--- src/rtl/pts_pkg.sv ---
`timescale 1ns / 1ps
// ----------------------------------------------------------------------------
// pts_pkg
// Shared types, constants and register map of the periodic test-pattern
// source.
// ----------------------------------------------------------------------------
package pts_pkg;

    localparam int CHANNELS  = 4;
    localparam int MAX_WORDS = 16;

    localparam int CH_AW   = (CHANNELS > 1) ? $clog2(CHANNELS) : 1;
    localparam int WIDX_W  = $clog2(MAX_WORDS);
    localparam int WCNT_W  = $clog2(MAX_WORDS + 1);

    localparam int NUM_REGS = 7;
    localparam int PADDR_W  = $clog2(NUM_REGS * 4);
    localparam int REGIDX_W = PADDR_W - 2;

    localparam int LATE_W = 32;
    localparam int PER_W  = 16;

    localparam logic [31:0] EP_CH0       = 32'h0000_0013;
    localparam logic [31:0] EP_CH1       = 32'h0000_0001;
    localparam logic [31:0] TOGGLE_EVEN  = 32'hAAAA_AAAA;
    localparam logic [31:0] TOGGLE_ODD   = 32'h5555_5555;
    localparam logic [31:0] CNT_MARK     = 32'hC000_0000;
    localparam logic [41:0] US_PER_MS    = 42'd1000;

    localparam logic [PER_W-1:0] PERIOD_RST = 16'd100;
    localparam logic [19:0]      WORDS_RST  = 20'd135300;

    typedef enum logic [REGIDX_W-1:0] {
        REG_ENABLE  = 3'd0,
        REG_PERIOD0 = 3'd1,
        REG_PERIOD1 = 3'd2,
        REG_PERIOD2 = 3'd3,
        REG_PERIOD3 = 3'd4,
        REG_PATTERN = 3'd5,
        REG_WORDS   = 3'd6
    } t_reg_idx;

    typedef enum logic [1:0] {
        MODE_POLL     = 2'd0,
        MODE_RESTART  = 2'd1,
        MODE_RST_LOST = 2'd2,
        MODE_RSVD     = 2'd3
    } t_mode;

    typedef enum logic [1:0] {
        PAT_COUNTER = 2'd0,
        PAT_RAMP    = 2'd1,
        PAT_TOGGLE  = 2'd2,
        PAT_COUNT2  = 2'd3
    } t_pattern;

    typedef enum logic [2:0] {
        S_IDLE,
        S_EVAL,
        S_DIV,
        S_WRITE,
        S_EMIT
    } t_state;

    typedef struct packed {
        logic [31:0] sample;
        logic [31:0] emitted;
        logic [31:0] lost;
        logic [31:0] due;
    } t_entry;

    localparam int ENTRY_W = $bits(t_entry);

endpackage

--- src/rtl/periodic_test_pattern_source_unit.sv ---
`timescale 1ns / 1ps
// ----------------------------------------------------------------------------
// periodic_test_pattern_source_unit
// Four-channel periodic test-pattern source. Per-channel counters and due
// time live in one small RAM; a poll that fires reads the entry, divides
// lateness by the period, writes it back and streams the sample words.
//
//   Channel  Direction  Handshake                  Payload
//   in       sink       i_in_valid / o_in_ready    i_mode, i_channel, i_now_ms
//   out      source     o_out_valid / i_out_ready  o_fired .. o_lost_total
//   cfg      APB slave  psel/penable/pwrite/pready paddr, pwdata, prdata
//
// A poll that fires passes from accept through entry read, the radix-4
// divider (16 steps and the done pulse), write-back and the sample words,
// one word per cycle while the output is not stalled, and returns to idle
// to take the next item. Restarts and lost-count resets pass through
// write-back; other items go from entry read to output. One item at a time.
// Output stalls hold the word stream; a new item is accepted while the
// final beat of the previous one still waits in the output register.
// Reset is synchronous; channel entries read as zero until first written.
// ----------------------------------------------------------------------------
module periodic_test_pattern_source_unit (
    input  logic                        i_clk,
    input  logic                        i_rst_n,

    input  logic                        psel,
    input  logic                        penable,
    input  logic                        pwrite,
    input  logic [pts_pkg::PADDR_W-1:0] paddr,
    input  logic [31:0]                 pwdata,
    output logic [31:0]                 prdata,
    output logic                        pready,

    input  logic                        i_in_valid,
    output logic                        o_in_ready,
    input  logic [1:0]                  i_mode,
    input  logic [1:0]                  i_channel,
    input  logic [31:0]                 i_now_ms,

    output logic                        o_out_valid,
    input  logic                        i_out_ready,
    output logic                        o_fired,
    output logic [1:0]                  o_event_channel,
    output logic [41:0]                 o_time_us,
    output logic                        o_overflow,
    output logic [31:0]                 o_missed_periods,
    output logic [31:0]                 o_sample_number,
    output logic [3:0]                  o_word_index,
    output logic [31:0]                 o_data_word,
    output logic                        o_last,
    output logic [31:0]                 o_emitted_total,
    output logic [31:0]                 o_lost_total
);

    // ---------------- configuration registers ----------------
    logic [3:0]                 r_enable;
    logic [pts_pkg::PER_W-1:0]  r_period [4];
    logic [7:0]                 r_pattern;
    logic [19:0]                r_word_counts;

    pts_pkg::t_reg_idx          cfg_idx;
    logic                       cfg_wr;

    assign cfg_idx = pts_pkg::t_reg_idx'(paddr[pts_pkg::PADDR_W-1:2]);
    assign cfg_wr  = psel && penable && pwrite;
    assign pready  = 1'b1;

    always_ff @(posedge i_clk) begin
        if (!i_rst_n) begin
            r_enable      <= '0;
            r_period[0]   <= pts_pkg::PERIOD_RST;
            r_period[1]   <= pts_pkg::PERIOD_RST;
            r_period[2]   <= pts_pkg::PERIOD_RST;
            r_period[3]   <= pts_pkg::PERIOD_RST;
            r_pattern     <= '0;
            r_word_counts <= pts_pkg::WORDS_RST;
        end else if (cfg_wr) begin
            unique case (cfg_idx)
                pts_pkg::REG_ENABLE:  r_enable      <= pwdata[3:0];
                pts_pkg::REG_PERIOD0: r_period[0]   <= pwdata[15:0];
                pts_pkg::REG_PERIOD1: r_period[1]   <= pwdata[15:0];
                pts_pkg::REG_PERIOD2: r_period[2]   <= pwdata[15:0];
                pts_pkg::REG_PERIOD3: r_period[3]   <= pwdata[15:0];
                pts_pkg::REG_PATTERN: r_pattern     <= pwdata[7:0];
                pts_pkg::REG_WORDS:   r_word_counts <= pwdata[19:0];
                default: ;
            endcase
        end
    end

    always_comb begin
        unique case (cfg_idx)
            pts_pkg::REG_ENABLE:  prdata = {28'd0, r_enable};
            pts_pkg::REG_PERIOD0: prdata = {16'd0, r_period[0]};
            pts_pkg::REG_PERIOD1: prdata = {16'd0, r_period[1]};
            pts_pkg::REG_PERIOD2: prdata = {16'd0, r_period[2]};
            pts_pkg::REG_PERIOD3: prdata = {16'd0, r_period[3]};
            pts_pkg::REG_PATTERN: prdata = {24'd0, r_pattern};
            pts_pkg::REG_WORDS:   prdata = {12'd0, r_word_counts};
            default:              prdata = '0;
        endcase
    end

    // ---------------- item registers ----------------
    pts_pkg::t_state            r_state, n_state;
    pts_pkg::t_mode             r_mode;
    logic [1:0]                 r_ch;
    logic [31:0]                r_now;
    logic [41:0]                r_time_us;
    logic                       r_fire;
    logic                       r_en;
    logic [pts_pkg::PER_W-1:0]  r_per;
    logic [pts_pkg::WCNT_W-1:0] r_words;
    pts_pkg::t_pattern          r_pat;
    pts_pkg::t_entry            r_entry;
    logic [31:0]                r_base;
    logic [31:0]                r_lost_q;
    logic [pts_pkg::WIDX_W-1:0] r_widx;
    logic [pts_pkg::CHANNELS-1:0] r_ent_valid;

    logic [pts_pkg::CH_AW-1:0]  ch_addr;
    logic                       in_accept;
    logic                       out_free;
    logic                       ram_we;
    logic                       div_start;
    logic                       beat_load;
    logic                       beat_last;

    assign ch_addr   = r_ch[pts_pkg::CH_AW-1:0];
    assign in_accept = i_in_valid && o_in_ready;
    assign out_free  = !o_out_valid || i_out_ready;

    // ---------------- entry memory ----------------
    logic [pts_pkg::ENTRY_W-1:0] ram_rdata;
    pts_pkg::t_entry             w_entry;

    pts_ram #(
        .WIDTH (pts_pkg::ENTRY_W),
        .DEPTH (pts_pkg::CHANNELS)
    ) u_ram (
        .i_clk   (i_clk),
        .i_we    (ram_we),
        .i_waddr (ch_addr),
        .i_wdata (w_entry),
        .i_raddr (i_channel[pts_pkg::CH_AW-1:0]),
        .o_rdata (ram_rdata)
    );

    // ---------------- evaluation ----------------
    logic                       ch_ok;
    pts_pkg::t_entry            rd_entry;
    logic [31:0]                lateness;
    logic                       en_c;
    logic                       fire_c;
    logic [pts_pkg::PER_W-1:0]  per_c;
    logic [4:0]                 wfield;
    logic [pts_pkg::WCNT_W-1:0] words_c;

    always_comb begin
        ch_ok    = int'(r_ch) < pts_pkg::CHANNELS;
        rd_entry = (ch_ok && r_ent_valid[ch_addr]) ? pts_pkg::t_entry'(ram_rdata) : '0;
        lateness = r_now - rd_entry.due;
        en_c     = ch_ok && r_enable[r_ch];
        fire_c   = (r_mode == pts_pkg::MODE_POLL) && en_c && !lateness[31];
        per_c    = (r_period[r_ch] == '0) ? pts_pkg::PER_W'(1) : r_period[r_ch];
        wfield   = r_word_counts[5 * r_ch +: 5];
        if (wfield == 5'd0) begin
            words_c = pts_pkg::WCNT_W'(1);
        end else if (int'(wfield) > pts_pkg::MAX_WORDS) begin
            words_c = pts_pkg::WCNT_W'(pts_pkg::MAX_WORDS);
        end else begin
            words_c = pts_pkg::WCNT_W'(wfield);
        end
    end

    // ---------------- divider ----------------
    logic        div_busy;
    logic        div_done;
    logic [31:0] div_q;

    pts_div u_div (
        .i_clk      (i_clk),
        .i_rst_n    (i_rst_n),
        .i_start    (div_start),
        .i_dividend (lateness),
        .i_divisor  (per_c),
        .o_busy     (div_busy),
        .o_done     (div_done),
        .o_quotient (div_q)
    );

    // ---------------- write-back value ----------------
    logic [31:0] now_plus;

    always_comb begin
        now_plus = r_now + 32'(r_per);
        w_entry  = r_entry;
        if (r_fire) begin
            w_entry.sample  = r_entry.sample + 32'd1;
            w_entry.emitted = r_entry.emitted + 32'd1;
            w_entry.lost    = r_entry.lost + div_q;
            w_entry.due     = now_plus;
        end else if (r_mode == pts_pkg::MODE_RESTART) begin
            w_entry     = '0;
            w_entry.due = r_en ? now_plus : 32'd0;
        end else if (r_mode == pts_pkg::MODE_RST_LOST) begin
            w_entry.lost = '0;
            if (r_en) begin
                w_entry.due = now_plus;
            end
        end
    end

    // ---------------- control ----------------
    always_comb begin
        n_state    = r_state;
        o_in_ready = 1'b0;
        div_start  = 1'b0;
        ram_we     = 1'b0;
        beat_load  = 1'b0;
        unique case (r_state)
            pts_pkg::S_IDLE: begin
                o_in_ready = 1'b1;
                if (i_in_valid) begin
                    n_state = pts_pkg::S_EVAL;
                end
            end
            pts_pkg::S_EVAL: begin
                if (fire_c) begin
                    div_start = 1'b1;
                    n_state   = pts_pkg::S_DIV;
                end else if (ch_ok && (r_mode == pts_pkg::MODE_RESTART ||
                                       r_mode == pts_pkg::MODE_RST_LOST)) begin
                    n_state = pts_pkg::S_WRITE;
                end else begin
                    n_state = pts_pkg::S_EMIT;
                end
            end
            pts_pkg::S_DIV: begin
                if (div_done) begin
                    n_state = pts_pkg::S_WRITE;
                end
            end
            pts_pkg::S_WRITE: begin
                ram_we  = 1'b1;
                n_state = pts_pkg::S_EMIT;
            end
            pts_pkg::S_EMIT: begin
                if (out_free) begin
                    beat_load = 1'b1;
                    if (beat_last) begin
                        n_state = pts_pkg::S_IDLE;
                    end
                end
            end
            default: n_state = pts_pkg::S_IDLE;
        endcase
    end

    always_ff @(posedge i_clk) begin
        if (!i_rst_n) begin
            r_state     <= pts_pkg::S_IDLE;
            r_ent_valid <= '0;
        end else begin
            r_state <= n_state;
            if (ram_we) begin
                r_ent_valid[ch_addr] <= 1'b1;
            end
        end
    end

    always_ff @(posedge i_clk) begin
        if (in_accept) begin
            r_mode    <= pts_pkg::t_mode'(i_mode);
            r_ch      <= i_channel;
            r_now     <= i_now_ms;
            r_time_us <= 42'(i_now_ms) * pts_pkg::US_PER_MS;
        end
        if (r_state == pts_pkg::S_EVAL) begin
            r_entry  <= rd_entry;
            r_fire   <= fire_c;
            r_en     <= en_c;
            r_per    <= per_c;
            r_words  <= words_c;
            r_pat    <= pts_pkg::t_pattern'(r_pattern[2 * r_ch +: 2]);
            r_lost_q <= '0;
            r_widx   <= '0;
        end
        if (r_state == pts_pkg::S_WRITE) begin
            r_entry <= w_entry;
            r_base  <= 32'(r_entry.sample * 32'(r_words));
            if (r_fire) begin
                r_lost_q <= div_q;
            end
        end
        if (beat_load && !beat_last) begin
            r_widx <= r_widx + 1'b1;
        end
    end

    // ---------------- beat assembly ----------------
    logic [31:0] s_val;
    logic [31:0] idx32;
    logic [31:0] word_c;

    always_comb begin
        s_val     = r_entry.sample;
        idx32     = 32'(r_widx);
        beat_last = r_fire ? (idx32 + 32'd1 == 32'(r_words)) : 1'b1;
        if (r_widx == pts_pkg::WIDX_W'(0)) begin
            word_c = s_val;
        end else if (r_widx == pts_pkg::WIDX_W'(1)) begin
            word_c = (r_ch == 2'd0) ? pts_pkg::EP_CH0 :
                     (r_ch == 2'd1) ? pts_pkg::EP_CH1 : 32'd0;
        end else if (r_widx == pts_pkg::WIDX_W'(2)) begin
            word_c = {24'd0, s_val[7:0] - 8'd1};
        end else begin
            case (r_pat)
                pts_pkg::PAT_RAMP:   word_c = r_base + idx32;
                pts_pkg::PAT_TOGGLE: word_c = (s_val[0] ^ idx32[0]) ? pts_pkg::TOGGLE_ODD
                                                                    : pts_pkg::TOGGLE_EVEN;
                default: begin
                    if (r_widx == pts_pkg::WIDX_W'(3)) begin
                        word_c = pts_pkg::CNT_MARK | s_val;
                    end else begin
                        word_c = {s_val[23:0], 8'd0} | idx32;
                    end
                end
            endcase
        end
    end

    // ---------------- output register ----------------
    logic r_ovalid;

    always_ff @(posedge i_clk) begin
        if (!i_rst_n) begin
            r_ovalid <= 1'b0;
        end else if (beat_load) begin
            r_ovalid <= 1'b1;
        end else if (i_out_ready) begin
            r_ovalid <= 1'b0;
        end
    end

    always_ff @(posedge i_clk) begin
        if (beat_load) begin
            o_fired          <= r_fire;
            o_event_channel  <= r_ch;
            o_time_us        <= r_time_us;
            o_overflow       <= r_fire && (r_lost_q != '0);
            o_missed_periods <= r_fire ? r_lost_q : 32'd0;
            o_sample_number  <= r_fire ? s_val : 32'd0;
            o_word_index     <= r_fire ? 4'(r_widx) : 4'd0;
            o_data_word      <= r_fire ? word_c : 32'd0;
            o_last           <= beat_last;
            o_emitted_total  <= r_entry.emitted;
            o_lost_total     <= r_entry.lost;
        end
    end

    assign o_out_valid = r_ovalid;

`ifndef SYNTHESIS
    a_idle_div_quiet: assert property (@(posedge i_clk) disable iff (!i_rst_n)
        (r_state == pts_pkg::S_IDLE) |-> !div_busy)
        else $error("divider busy while idle");

    a_fire_bumps_sample: assert property (@(posedge i_clk) disable iff (!i_rst_n)
        (r_state == pts_pkg::S_WRITE && r_fire) |=>
            (r_entry.sample == $past(r_entry.sample) + 32'd1))
        else $error("sample count not advanced on fire");

    a_widx_in_range: assert property (@(posedge i_clk) disable iff (!i_rst_n)
        (r_state == pts_pkg::S_EMIT && r_fire) |-> (32'(r_widx) < 32'(r_words)))
        else $error("word index past word count");

    a_status_is_last: assert property (@(posedge i_clk) disable iff (!i_rst_n)
        (o_out_valid && !o_fired) |-> o_last)
        else $error("status beat without last");
`endif

endmodule

--- src/rtl/pts_ram.sv ---
`timescale 1ns / 1ps
// ----------------------------------------------------------------------------
// pts_ram
// Generic single-write, single-read synchronous RAM with registered read.
// ----------------------------------------------------------------------------
module pts_ram #(
    parameter int WIDTH = 32,
    parameter int DEPTH = 4
) (
    input  logic                                     i_clk,
    input  logic                                     i_we,
    input  logic [((DEPTH > 1) ? $clog2(DEPTH) : 1)-1:0] i_waddr,
    input  logic [WIDTH-1:0]                         i_wdata,
    input  logic [((DEPTH > 1) ? $clog2(DEPTH) : 1)-1:0] i_raddr,
    output logic [WIDTH-1:0]                         o_rdata
);

    logic [WIDTH-1:0] r_mem [DEPTH];
    logic [WIDTH-1:0] r_rdata;

    always_ff @(posedge i_clk) begin
        if (i_we) begin
            r_mem[i_waddr] <= i_wdata;
        end
        r_rdata <= r_mem[i_raddr];
    end

    assign o_rdata = r_rdata;

endmodule

--- src/rtl/pts_div.sv ---
`timescale 1ns / 1ps
// ----------------------------------------------------------------------------
// pts_div
// Radix-4 restoring divider: lateness over period, two quotient bits per
// cycle, done pulses in the cycle after the final step.
// ----------------------------------------------------------------------------
module pts_div (
    input  logic                       i_clk,
    input  logic                       i_rst_n,
    input  logic                       i_start,
    input  logic [pts_pkg::LATE_W-1:0] i_dividend,
    input  logic [pts_pkg::PER_W-1:0]  i_divisor,
    output logic                       o_busy,
    output logic                       o_done,
    output logic [pts_pkg::LATE_W-1:0] o_quotient
);

    localparam int STEPS  = pts_pkg::LATE_W / 2;
    localparam int CNT_W  = $clog2(STEPS);

    logic                       r_busy;
    logic                       r_done;
    logic [CNT_W-1:0]           r_cnt;
    logic [pts_pkg::LATE_W-1:0] r_quo;
    logic [pts_pkg::PER_W-1:0]  r_rem;
    logic [pts_pkg::PER_W-1:0]  r_div;

    logic [pts_pkg::LATE_W-1:0] n_quo;
    logic [pts_pkg::PER_W-1:0]  n_rem;
    logic [pts_pkg::PER_W:0]    rem_sh;

    always_comb begin
        n_quo  = r_quo;
        n_rem  = r_rem;
        rem_sh = '0;
        for (int k = 0; k < 2; k++) begin
            rem_sh = {n_rem, n_quo[pts_pkg::LATE_W-1]};
            n_quo  = {n_quo[pts_pkg::LATE_W-2:0], 1'b0};
            if (rem_sh >= {1'b0, r_div}) begin
                rem_sh   = rem_sh - {1'b0, r_div};
                n_quo[0] = 1'b1;
            end
            n_rem = rem_sh[pts_pkg::PER_W-1:0];
        end
    end

    always_ff @(posedge i_clk) begin
        if (!i_rst_n) begin
            r_busy <= 1'b0;
            r_done <= 1'b0;
            r_cnt  <= '0;
        end else begin
            r_done <= 1'b0;
            if (i_start) begin
                r_busy <= 1'b1;
                r_cnt  <= '0;
            end else if (r_busy) begin
                r_cnt <= r_cnt + 1'b1;
                if (r_cnt == CNT_W'(STEPS - 1)) begin
                    r_busy <= 1'b0;
                    r_done <= 1'b1;
                end
            end
        end
    end

    always_ff @(posedge i_clk) begin
        if (i_start) begin
            r_quo <= i_dividend;
            r_rem <= '0;
            r_div <= i_divisor;
        end else if (r_busy) begin
            r_quo <= n_quo;
            r_rem <= n_rem;
        end
    end

    assign o_busy     = r_busy;
    assign o_done     = r_done;
    assign o_quotient = r_quo;

endmodule
--- config.mk ---
export PLATFORM = sky130hd
export DESIGN_NAME = periodic_test_pattern_source_unit
export DESIGN_NICKNAME = d
export VERILOG_FILES = /design/src/rtl/pts_pkg.sv /design/src/rtl/periodic_test_pattern_source_unit.sv /design/src/rtl/pts_ram.sv /design/src/rtl/pts_div.sv
export SDC_FILE = /design/constraint.sdc
export NUM_CORES = 2
export LEC_CHECK = 0
export ABC_AREA = 0
export BUFFER_PORTS_ARGS = -buffer_cell sky130_fd_sc_hd__buf_2
export CAP_MARGIN = 10
export CORE_MARGIN = 3
export CORE_UTILIZATION = 67
export DETAILED_ROUTE_END_ITERATION = 8
export GPL_ROUTABILITY_DRIVEN = 0
export HOLD_SLACK_MARGIN = 0.06
export PLACE_DENSITY_LB_ADDON = 0.05
export REMOVE_ABC_BUFFERS = 1
export SETUP_SLACK_MARGIN = 0.02
export SYNTH_ARGS = -nofsm -noshare
export SYNTH_HDL_FRONTEND = slang
export SYNTH_HIERARCHICAL = 1
export SYNTH_SLANG_ARGS = --single-unit
--- constraint.sdc ---
create_clock -name i_clk -period 49.8 [get_ports i_clk]
set_input_delay 2.49 -clock i_clk [delete_from_list [all_inputs] [get_ports i_clk]]
set_output_delay 2.49 -clock i_clk [all_outputs]
set_load 0.05 [all_outputs]
# Word-level counts from Yosys, hierarchy flattened
# Memories as Yosys holds them, arrays and structs flattened. A register that Yosys moved wholly into a read port is not among the register bits.
# Index checks and enable logic that the tools add are counted.
# word_totals
regBits	614
mem_bits_rw	576
out_inout_bits	246
n_memories	2
# mem_list
name	depth	word_bits	rd	rd_clocked_by_memory_dff	write_ports	line	text
u_ram.r_mem	4	128	1	1	1	pts_ram.sv:18	logic [WIDTH-1:0] r_mem [DEPTH];
r_period	4	16	5	1	4	periodic_test_pattern_source_unit.sv:57	logic [pts_pkg::PER_W-1:0] r_period [4];
# op_classes
add_sub_neg	12
multipliers	3
order_cmp	5
n_eq_ne	24
shift	2
muxes	81
bitwise	9
reduce_logical	32
# op_table
operator	n
$mux W128	4
$mux W32	12
$mux W64	3
$pmux W20 S7	1
$mux W16	7
$add A32 B1 Y32 const B	2
$pmux W32 S2	1
$mul A32 B7 Y39 const B	1
$mux W1	38
$ge A17 B16 Y1	2
$add A32 B16 Y32	1
$add A32 B32 Y32	1
$add A32 B4 Y32	1
$mul A32 B5 Y32	1
$or A32 B4 Y32	1
$reduce_bool A32 Y1	1
$sub A16 B16 Y16	2
$sub A32 B32 Y32	1
$shiftx A20 B6 Y5	1
$mux W3	6
$logic_not A16 Y1	1
$pmux W3 S5	1
$eq A3 B2 Y1 const B	4
$eq A3 B3 Y1 const B	4
38 further kinds	71

# Longest topological paths before layout
# depth
word_depth	9
depth_mapped	25
mapped_depth_nobuf	21

# Modules after synthesis
# The synthesis kept the hierarchy.
# modules_own_cells
module	instances	cells_per_inst	area_per_inst_um2
periodic_test_pattern_source_unit	1	4001	41055.6
pts_ram	1	800	21165.3
pts_div	1	432	4614.4

# Worst setup path after synthesis
# Ideal clock, no wire load.
# synth_path
path_kind	reg-to-reg
from	reg r_state[0]
to	mem u_ram/r_mem[0][0] in the netlist's numbering, enable pin
t_arrival_ps	18335
t_required_ps	49002
path_slack_ps	30667
path_stages_with_launch	8
n_path_buf	3
cell_sequence	dfxtp_1 -> nor2b_1 -> nand2_1 -> inv_1 -> clkbuf_1 -> clkbuf_1 -> clkbuf_1 -> nor3b_1
# synth_via
elab_chain_len	4
# synth_lines
item	line	text
start: declaration	periodic_test_pattern_source_unit.sv:105	pts_pkg::t_state r_state, n_state;
start signal: assignment	periodic_test_pattern_source_unit.sv:262	r_state <= pts_pkg::S_IDLE;
start signal: assignment	periodic_test_pattern_source_unit.sv:265	r_state <= n_state;
$eq A3 B2 Y1	periodic_test_pattern_source_unit.sv:221	unique case (r_state)
$mux W1	periodic_test_pattern_source_unit.sv:221	
via ram_we	periodic_test_pattern_source_unit.sv:124	logic ram_we;
$mux W1	pts_ram.sv:22	if (i_we) begin
$mux W1 (not written as such)	pts_ram.sv:23	r_mem[i_waddr] <= i_wdata;
end: declaration	pts_ram.sv:18	
# The timed path passes the listed nets, and every way through them passes these cells.

# Final worst setup path
# layout_path
from	in paddr[3] in the netlist's numbering
to	out prdata[15]
# layout_via
elab_chain_len	2
# layout_lines
item	line	text
start: declaration	periodic_test_pattern_source_unit.sv:29	input logic [pts_pkg::PADDR_W-1:0] paddr,
$eq A3 B3 Y1, or another cell as far along	periodic_test_pattern_source_unit.sv:92	unique case (cfg_idx)
$pmux W20 S7 *	periodic_test_pattern_source_unit.sv:92	
end: declaration	periodic_test_pattern_source_unit.sv:31	output logic [31:0] prdata,
# Every way passes the cells marked *; elsewhere a longest branch is shown, timed or not.

==> run metrics <==
register area share after synthesis=0.5586; Reg2Reg Depth=16; Post-synth top flop=edfxtp_1; Max-slew headroom=0.2168; Via Count=43620; total CTS buffers=137; vias in the first global route=about 43000; Worst Hold Path EP=o_time_us[19]$_DFFE_PP_; Worst Path Class, Setup=primary input to output pin; number of nets in the layout=6014; DIE WIDTH=321.8 um; Final Max Slew Viols=0; clk_lat worst skew=0.75 ns; final worst setup slack=42.61 ns; post-DR vias/cell=6.341; share of power burned in registers=0.422; HPWL after DPL=roughly 100 mm; critical-path maximum fanout=33; Sink Count=1318; area grow syn2layout=10.45%; Worst-Margin Slew=approximately 1.2 ns; largest net degree at the start of global routing=142; Switching Fraction=0.3052; switching power=0.9894 mW; Setup crit start kind=primary input; VDD IR-drop max=0.05335 mV; Tmin final=slightly above 7 ns; Int Power=roughly 2.3 mW; Hold Worst Slack=0.4170 ns; WL/cell=23.29 um; clock power share=0.319; Mean Syn Cell Area=roughly 13 um2; period utilization=0.1445; LEAKAGE=roughly 29 nW; Hold Violations, Final=0; hold depth=0; Final setup violation count=0; CTS Hold Bufs=0; worst reg2reg startpoint=ch_addr[0]$_DFFE_PP_; IO Count=326; HP Start=r_time_us[19]$_DFFE_PP_; setup bufs post-CTS=0; area of the multi-input gates=0.02713 mm2; status=completed; share of the synthesized area in the top cell type=0.4915; Core Rows=about 120; total number of H-tree levels=4; total wire length=160.2 mm; DRC=0; Clock transition at path regs=around 0.05 ns; Die ar.=roughly 0.10 mm2; DRT Pass-1 Iters=8; f_max=0.1390 GHz; fill count=6358; post-synthesis async set-or-reset flop share=0; Arr. time, crit path=between 4 and 5 ns; gr ovfl total=0; port bufs=approximately 300; Comb pwr share=0.260; DRC violation total after the first TritonRoute iteration=4590; cell chosen for the clock root=clkbuf_16; synth top area cells=edfxtp_1 49%, dfxtp_1 6.7%, fa_1 6.2%; Critical Path RT=47.31 ns; EDFF count, synth=between 1000 and 1500; dpl ws=42.06 ns; post-synth top area cell=edfxtp_1; R2R Setup Slk=between 40 and 50 ns; All-Layer GR Usage=0.3108; Synthesis Warnings=6; Power Density=43.91 mW/mm2; reg2reg end=u_div/o_quotient[28]$_DFFE_PP_; TritonCTS clock tree=built; maxcap violations=0; Die Y=between 300 and 400 um; Cells after DPL=6627; Fin Clk Skew=approximately 0.027 ns; post-CTS sizing=0; RSZ-0062 raised after global routing=no; post-route antenna net violation count=0; first-pass GRT wire length=246.8 mm; maximum clock path buffer count=3; core area=0.09871 mm2; layout cells sized above 1=0.1481; Mapped Area=0.06684 mm2; FF/Latch Area=0.03734 mm2; min-delay worst type=register to register; Synth Register Bits=1318; initial antenna violation count=4; initial core utilization=0.6771; synth unique cells=101; CP endpoint kind=output pin; setup_tns=0 ns; Cells after Synth=5233; Non-Filler Instances=6879
==> worst max-delay path: stages <==
cell	delay, ns
buf_2	0.07
buf_4	0.44
nor2b_1	0.81
a22oi_1	0.21
o221ai_1	0.31
buf_2	0.33
==> cell usage in the layout (no fill, tap or decap), types with 21 or more instances in the layout <==
cell type,count
mux2_2,55
a211oi_1,22
clkbuf_16,139
o21ai_0,180
and3_1,51
xnor2_1,133
inv_1,326
a31oi_1,38
o21a_1,31
mux2i_1,50
nor3_1,48
a311oi_1,21
a21oi_1,214
buf_2,293
edfxtp_1,1094
nor4_1,35
nand3_1,192
buf_4,54
and2_1,212
xor2_1,65
a22o_1,50
mux4_2,156
dfxtp_1,224
o211ai_1,28
nand2_1,615
fa_1,207
nand2b_1,34
nand4_1,41
ha_1,248
clkbuf_1,30
a21o_1,112
o31ai_1,25
nor2_1,188
==> synthesized netlist by cell type, types with 50 or more instances <==
cell type     n
edfxtp_1   1094
nand2_1     617
inv_1       327
ha_1        248
dfxtp_1     224
a21oi_1     214
and2_1      214
fa_1        207
nand3_1     192
nor2_1      190
clkbuf_1    183
o21ai_0     182
mux4_2      157
xnor2_1     133
a21o_1      112
xor2_1       65
mux2_2       55
and3_1       52
nor3_1       51
a22o_1       50
mux2i_1      50
==> area by class of cell <==
class | count | area share
Clock inverter | 67 | 0.01056
Antenna cell | 2 | 0.00006780
Tap cell | 1287 | 0.02181
Timing Repair Buffer | 351 | 0.02625
Inverter | 329 | 0.01680
Multi-Input combinational cell | 3342 | 0.3675
Sequential cell | 1318 | 0.5058
Clock buffer | 183 | 0.05125
==> power groups by stage <==
stage	registers, mW	logic, mW	clock network (mW)
2_1_floorplan	1.41	0.598	0
3_3_place_gp	1.39	0.814	0
3_5_place_dp	1.39	0.826	0
4_1_cts	1.37	0.841	1.05
6_report	1.37	0.842	1.03
5_1_grt	1.37	0.939	1.09
==> registers in the layout, summed over array words and instances, names as in the netlist, 20 cells and up, named ones only <==
name,count
r_lost_q,32
u_div/o_quotient,32
o_emitted_total,32
s_val,32
o_missed_periods,32
r_period,64
r_base,32
r_time_us,37
r_now,32
u_ram/r_mem,512
o_lost_total,32
o_time_us,39
u_ram/o_rdata,128
r_entry,96
o_data_word,32
o_sample_number,32
r_word_counts,20
==> metrics by stage <==
| stage | area, um2 | util | power [mW] |
|---|---|---|---|
| detailed placement | 69250 | 0.7016 | 2.213 |
| global placement | 69250 | 0.7016 | 2.199 |
| finish | 73820 | 0.7479 | 3.242 |
| floorplan | 65600 | - | 2.004 |
| CTS | 73820 | 0.7478 | 3.252 |
| global route | 73820 | 0.7479 | 3.401 |
==> metal layers <==
layer	GRT usage	vias up	share of wire
met5	0	-	0.00013
met4	0.1189	4	0.037
met3	0.06227	340	0.091
met2	0.4885	2071	0.47
met1	0.4348	21560	0.41
li1	-	19640	-
==> worst max path at each step <==
stage	start	to	slack [ns]
final	paddr[3]	prdata[15]	42.61
after detailed placement	i_now_ms[5]	r_time_us[41]$_DFFE_PP_	42.06
after CTS	paddr[3]	prdata[15]	42.66
after global placement	i_now_ms[5]	r_time_us[41]$_DFFE_PP_	42.08
after floorplan	r_state[0]$_SDFFE_PN0P_	u_ram/r_mem[0][0]$_DFFE_PP_	27.19
after global routing	i_now_ms[5]	r_time_us[41]$_DFFE_PP_	42.44
==> logic make-up after synthesis <==
family	share of synthesized area
simple gates	0.1092
fa+ha+maj	0.1084
other cells	0.0001124
mux	0.06983
xor+xnor	0.02595
compound gates	0.09020
buf+inv	0.03770
flops	0.5586
(Power assumes the default switching activity.)
